`src/rtl/core/mhpq_ram.sv`:
```
// Generic single-port-write, single-port-read RAM with registered read data.
// No dependencies.
`default_nettype none
module mhpq_ram #(
  parameter int unsigned Width = 32,
  parameter int unsigned Depth = 128
) (
  input  wire logic                     clk_i,
  input  wire logic                     we_i,
  input  wire logic [$clog2(Depth)-1:0] waddr_i,
  input  wire logic [Width-1:0]         wdata_i,
  input  wire logic [$clog2(Depth)-1:0] raddr_i,
  output      logic [Width-1:0]         rdata_o
);
  logic [Width-1:0] mem_q [Depth];

  always_ff @(posedge clk_i) begin
    if (we_i) begin
      mem_q[waddr_i] <= wdata_i;
    end
    rdata_o <= mem_q[raddr_i];
  end
endmodule
`default_nettype wire

```
`config.mk`:
```
export PLATFORM = sky130hd
export DESIGN_NAME = mhpq_ram
export DESIGN_NICKNAME = d
export VERILOG_FILES = /design/src/rtl/core/mhpq_ram.sv
export SDC_FILE = /design/constraint.sdc
export NUM_CORES = 2
export LEC_CHECK = 0
export BUFFER_PORTS_ARGS = -buffer_cell sky130_fd_sc_hd__buf_2
export CAP_MARGIN = 20
export CORE_MARGIN = 2
export CORE_UTILIZATION = 50
export DETAILED_ROUTE_END_ITERATION = 16
export PLACE_DENSITY = 0.62
export SLEW_MARGIN = 0
export SYNTH_ARGS = -nofsm -noshare
export SYNTH_HDL_FRONTEND = slang
export SYNTH_SLANG_ARGS = --single-unit
export TNS_END_PERCENT = 5
```
`constraint.sdc`:
```
create_clock -name clk_i -period 4.5 [get_ports clk_i]
set_clock_uncertainty 0.15 [all_clocks]
set_input_delay 0.225 -clock clk_i [delete_from_list [all_inputs] [get_ports clk_i]]
set_output_delay 0.225 -clock clk_i [all_outputs]
set_load 0.005 [all_outputs]
```
; After elaboration in Yosys (flattened, before gate mapping)
; Memory sizes are Yosys's and may differ from the RTL's. A register that Yosys moved wholly into a read port is not among the register bits.
; Index checks and enable logic that the tools add are counted.
[classes]
n_mux = 2
n_addsub = 0
div_mod_pow = 0
multipliers = 0
bitwise = 0
eq_ne = 0
shifts = 0
magnitude_cmp = 0
n_reduce_logical = 0
[ops]
columns = cell, n
row1 = two-way mux 1 bit, 2
[totals]
romBits = 0
ff_bits = 0
latch_bits = 0
n_memories = 1
mem_bits_rw = 4096
[memory_table]
columns = memory, words, width, read_ports, rd_ports_with_merged_regs, wr, line
row1 = mem_q, 128, 32, 1, 1, 1, 15  ; logic [Width-1:0] mem_q [Depth];

; Longest topological paths before layout
[logic_depth]
ltp_word = 2
mapped_depth = 8
mapped_depth_nobuf = 4

; Worst setup path after synthesis
; OpenSTA, ideal clock, no wires.
[synth_timing]
path_type = in2reg
start = in we_i
end = mem mem_q[98][0] (enable)
arrival_ns = 3.003
stages = 3
slack_ns = 0.886
setup_ns = 0.461
t_required_ns = 3.889
cell_sequence = clkbuf_1 > nand4_1 > nor3_1
[synth_via]
elab_chain_cells = 2
[synth_lines]
columns = item, line
row1 = from (decl), 9  ; input wire logic we_i,
row2 = two-way mux 1 bit, 18  ; if (we_i) begin
row3 = two-way mux 1 bit (not written as such), 19  ; mem_q[waddr_i] <= wdata_i;
row4 = to (decl), 15
; No other way between the ends.

==> metrics.md <==
| Metric | Value |
|---|---|
| Status | completed |
| Pwr dens | 453 nW/µm² |
| Worst Path Max Fanout | 65 |
| Ys Warns | 0 |
| Critical Path Sink Type | register |
| Slowest CP cell | mux4_2 |
| Synthesis-stage register bit count | 4128 |
| Count of final setup violators | 0 |
| Final wirelength | 423 mm |
| Combinational cell fraction of total power | 0.053 |
| Pin count of the biggest net entering global routing | 96 |
| P_int | 63.6 mW |
| Switch share | 0.214 |
| Hold Path Class | in -> reg |
| CTS buffer count | 412 |
| Rel. slew slack | 0.252 |
| Minimum clock period | 3.73 ns |
| Area Growth Syn to Fin | 14.3% |
| Iter 0 DRT Violations | 10900 |
| Met3 usage in global routing | 0.0547 |
| Crit path kind | in -> reg |
| CTS tree | built |
| Filler cells | 22000 |
| Core Rows | 205 |
| Worst skew pair latency | 0.96 ns |
| RePlAce Congestion | 0.821 |
| CP top delay family | multiplexers |
| Mapped Nets | 6038 |
| Deepest clock path buffer count | 4 |
| GRT Util Overall | 0.268 |
| RR Startpoint | mem_q[125][30] |
| Vias per cell | 6.53 |
| Vias | 72100 |
| Max-Cap Viols | 0 |
| Worst path most repeated cell | mux4_2 |
| GRT Residual Overflow | 0 |
| Cell area after synthesis | 156000 µm² |
| Initial Util | 0.502 |
| Clock sink total | 4128 |
| Reg-to-reg slack, setup | 0.83 ns |
| Grt met2 use | 0.413 |
| Fin. max-slew vios | 0 |
| Netlist cell types | 17 |
| Met1 Use GR | 0.397 |
| Fin nets | 6574 |
| Clock-pin slew on the worst setup and hold paths | 0.06 ns |
| Vias in the first global route | 71500 |
| DRT antenna net count | 0 |
| First-pass GRT wire length | 582 mm |
| Final setup TNS | 0 ns |
| DR pass1 iterations | 5 |
| Synth Instances | 5990 |
| Height of the die | 563 µm |
| Fmax | 268 MHz |
| Root buffer cell | clkbuf_16 |
| H-tree levels | 5 |
| Final worst-path cycle share | 0.829 |
| Avg Inst Size Synth | 26.1 µm² |
| Die area | 317000 µm² |
| Arrival @ worst endpoint | 4.41 ns |
| Die W | 563 µm |
| Wire length per cell | 38.3 µm |
| Worst-Margin Slew | 1.12 ns |
| Drt drc | 0 |
| Crit-path cells | buf_12 > buf_12 > mux4_2 > mux4_2 > mux4_2 > dlygate4sd3_1 > mux2_2 > dlygate4sd3_1 |
| Flop pwr share | 0.527 |
| Critical path's largest stage delay | 0.61 ns |
| Critical path required time | 5.18 ns |
| GRT Max-Usage Layer | met2 |
| Worst Path Buf+Inv | 4 |
| Io pins | 80 |
| Peak supply drop | 0.333 mV |
| CP startpoint | raddr_i[0] |
| Initial antenna violation count | 71 |
| Core area | 311000 µm² |
| Leakage power | 54.8 nW |
| Clock network power share | 0.420 |
| DP Wirelength | 233 mm |
| Pwr Total | 80.9 mW |
| Seq/Total Area, Yosys | 0.791 |
| RSZ-0062 raised after global routing | no |
| HP Start | raddr_i[4] |
| Switching pwr | 17.3 mW |
| IO Port Bufs | 79 |
| Startpoint Class | primary input |
| Fin. Hold Viols | 0 |
| Fraction of layout cells with a size suffix above 1 | 0.363 |
==> layer usage <==
metal,routed length [µm],part of all wire
met2,199000,0.47
met1,168000,0.40
met3,43600,0.10
met4,11800,0.028
met5,81,0.00019
==> layout by cell type (no fill, tap or decap), drive strengths merged <==
master / n
nor3: 9
mux2: 32
or3: 1
nand4: 3
buf: 395
dlygate4sd3: 43
nand2b: 2
mux4: 1344
clkinv: 182
diode: 31
clkinvlp: 13
nor2b: 7
bufinv: 40
dfxtp: 32
inv: 11
nor2: 122
clkbuf: 511
edfxtp: 4096
nand3: 12
nand2: 14
==> final cells by class <==
cell class | count | area (µm²) | area share
sequential | 4128 | 124000 | 0.692
multi-input combinational | 1546 | 32300 | 0.181
clock buffer | 511 | 10900 | 0.0610
tap | 4140 | 5180 | 0.0290
timing repair buffer | 438 | 4070 | 0.0228
clock inverter | 246 | 2420 | 0.0136
antenna | 31 | 77.6 | 0.000434
==> cells in the mapped netlist <==
library cell / n / area, µm²
buf_2: 79 / 395
nand2b_1: 2 / 12.5
mux4_2: 1344 / 30300
nor3_1: 9 / 45.0
buf_1: 50 / 188
nand4_1: 3 / 18.8
mux2_2: 32 / 360
dfxtp_1: 32 / 641
clkbuf_1: 182 / 683
or3_1: 1 / 6.26
nor2_1: 122 / 458
buf_6: 2 / 22.5
edfxtp_1: 4096 / 123000
nand2_1: 14 / 52.6
buf_4: 3 / 22.5
nor2b_1: 7 / 43.8
nand3_1: 12 / 60.1
==> registers in the layout, summed over array words and instances, names as in the netlist <==
| signal | cells |
|---|---|
| mem_q | 4096 |
| rdata_o | 32 |
==> path summary, 6_finish.rpt <==
path / depth (start not counted) / end
setup / recovery: 8 / rdata_o[30]
setup reg to reg: 6 / rdata_o[30]
hold / removal: 4 / rdata_o[22]
hold reg to reg: 4 / rdata_o[15]
==> metrics by stage <==
step | std cells | worst slack [ns] | instance area [µm²] | hold WS (ns) | util
after floorplan | 5990 | 0.886 | 156000 | 0.174 | -
after global placement | 10200 | 0.704 | 165000 | 0.506 | 0.529
after detailed placement | 10200 | 0.716 | 165000 | 0.501 | 0.529
after CTS | 11000 | 0.918 | 178000 | 0.0224 | 0.573
after global routing | 11000 | 0.753 | 179000 | 0.0500 | 0.573
final | 11000 | 0.769 | 179000 | 0.0835 | 0.573
==> worst register-to-register path: stages (launching register included) <==
cell,delay [ns]
edfxtp_1,0.36
mux4_2,0.49
mux4_2,0.61
mux4_2,0.52
dlygate4sd3_1,0.59
mux2_2,0.28
dlygate4sd3_1,0.57
==> power by group through the flow <==
| stage | clock, mW | sequential, mW | combinational, mW |
|---|---|---|---|
| 2_1_floorplan | 0 | 43.3 | 2.05 |
| 3_3_place_gp | 0 | 43.4 | 4.18 |
| 3_5_place_dp | 0 | 43.4 | 4.24 |
| 4_1_cts | 34.4 | 42.6 | 4.28 |
| 5_1_grt | 35.9 | 42.6 | 4.43 |
| 6_report | 34.0 | 42.6 | 4.27 |
==> logic make-up after synthesis <==
| family | after synthesis | synth area share |
|---|---|---|
| DFF | 4128 | 0.791 |
| muxes | 1376 | 0.196 |
| buffers and inverters | 316 | 0.00839 |
| and+or+nand+nor | 170 | 0.00446 |
==> repair_timing <==
item,CTS,global route
setup buffers,0,0
hold buffers,43,0
hold endpoints to repair,2331,0
resized for setup,0,0
(Power assumes the default switching activity.)
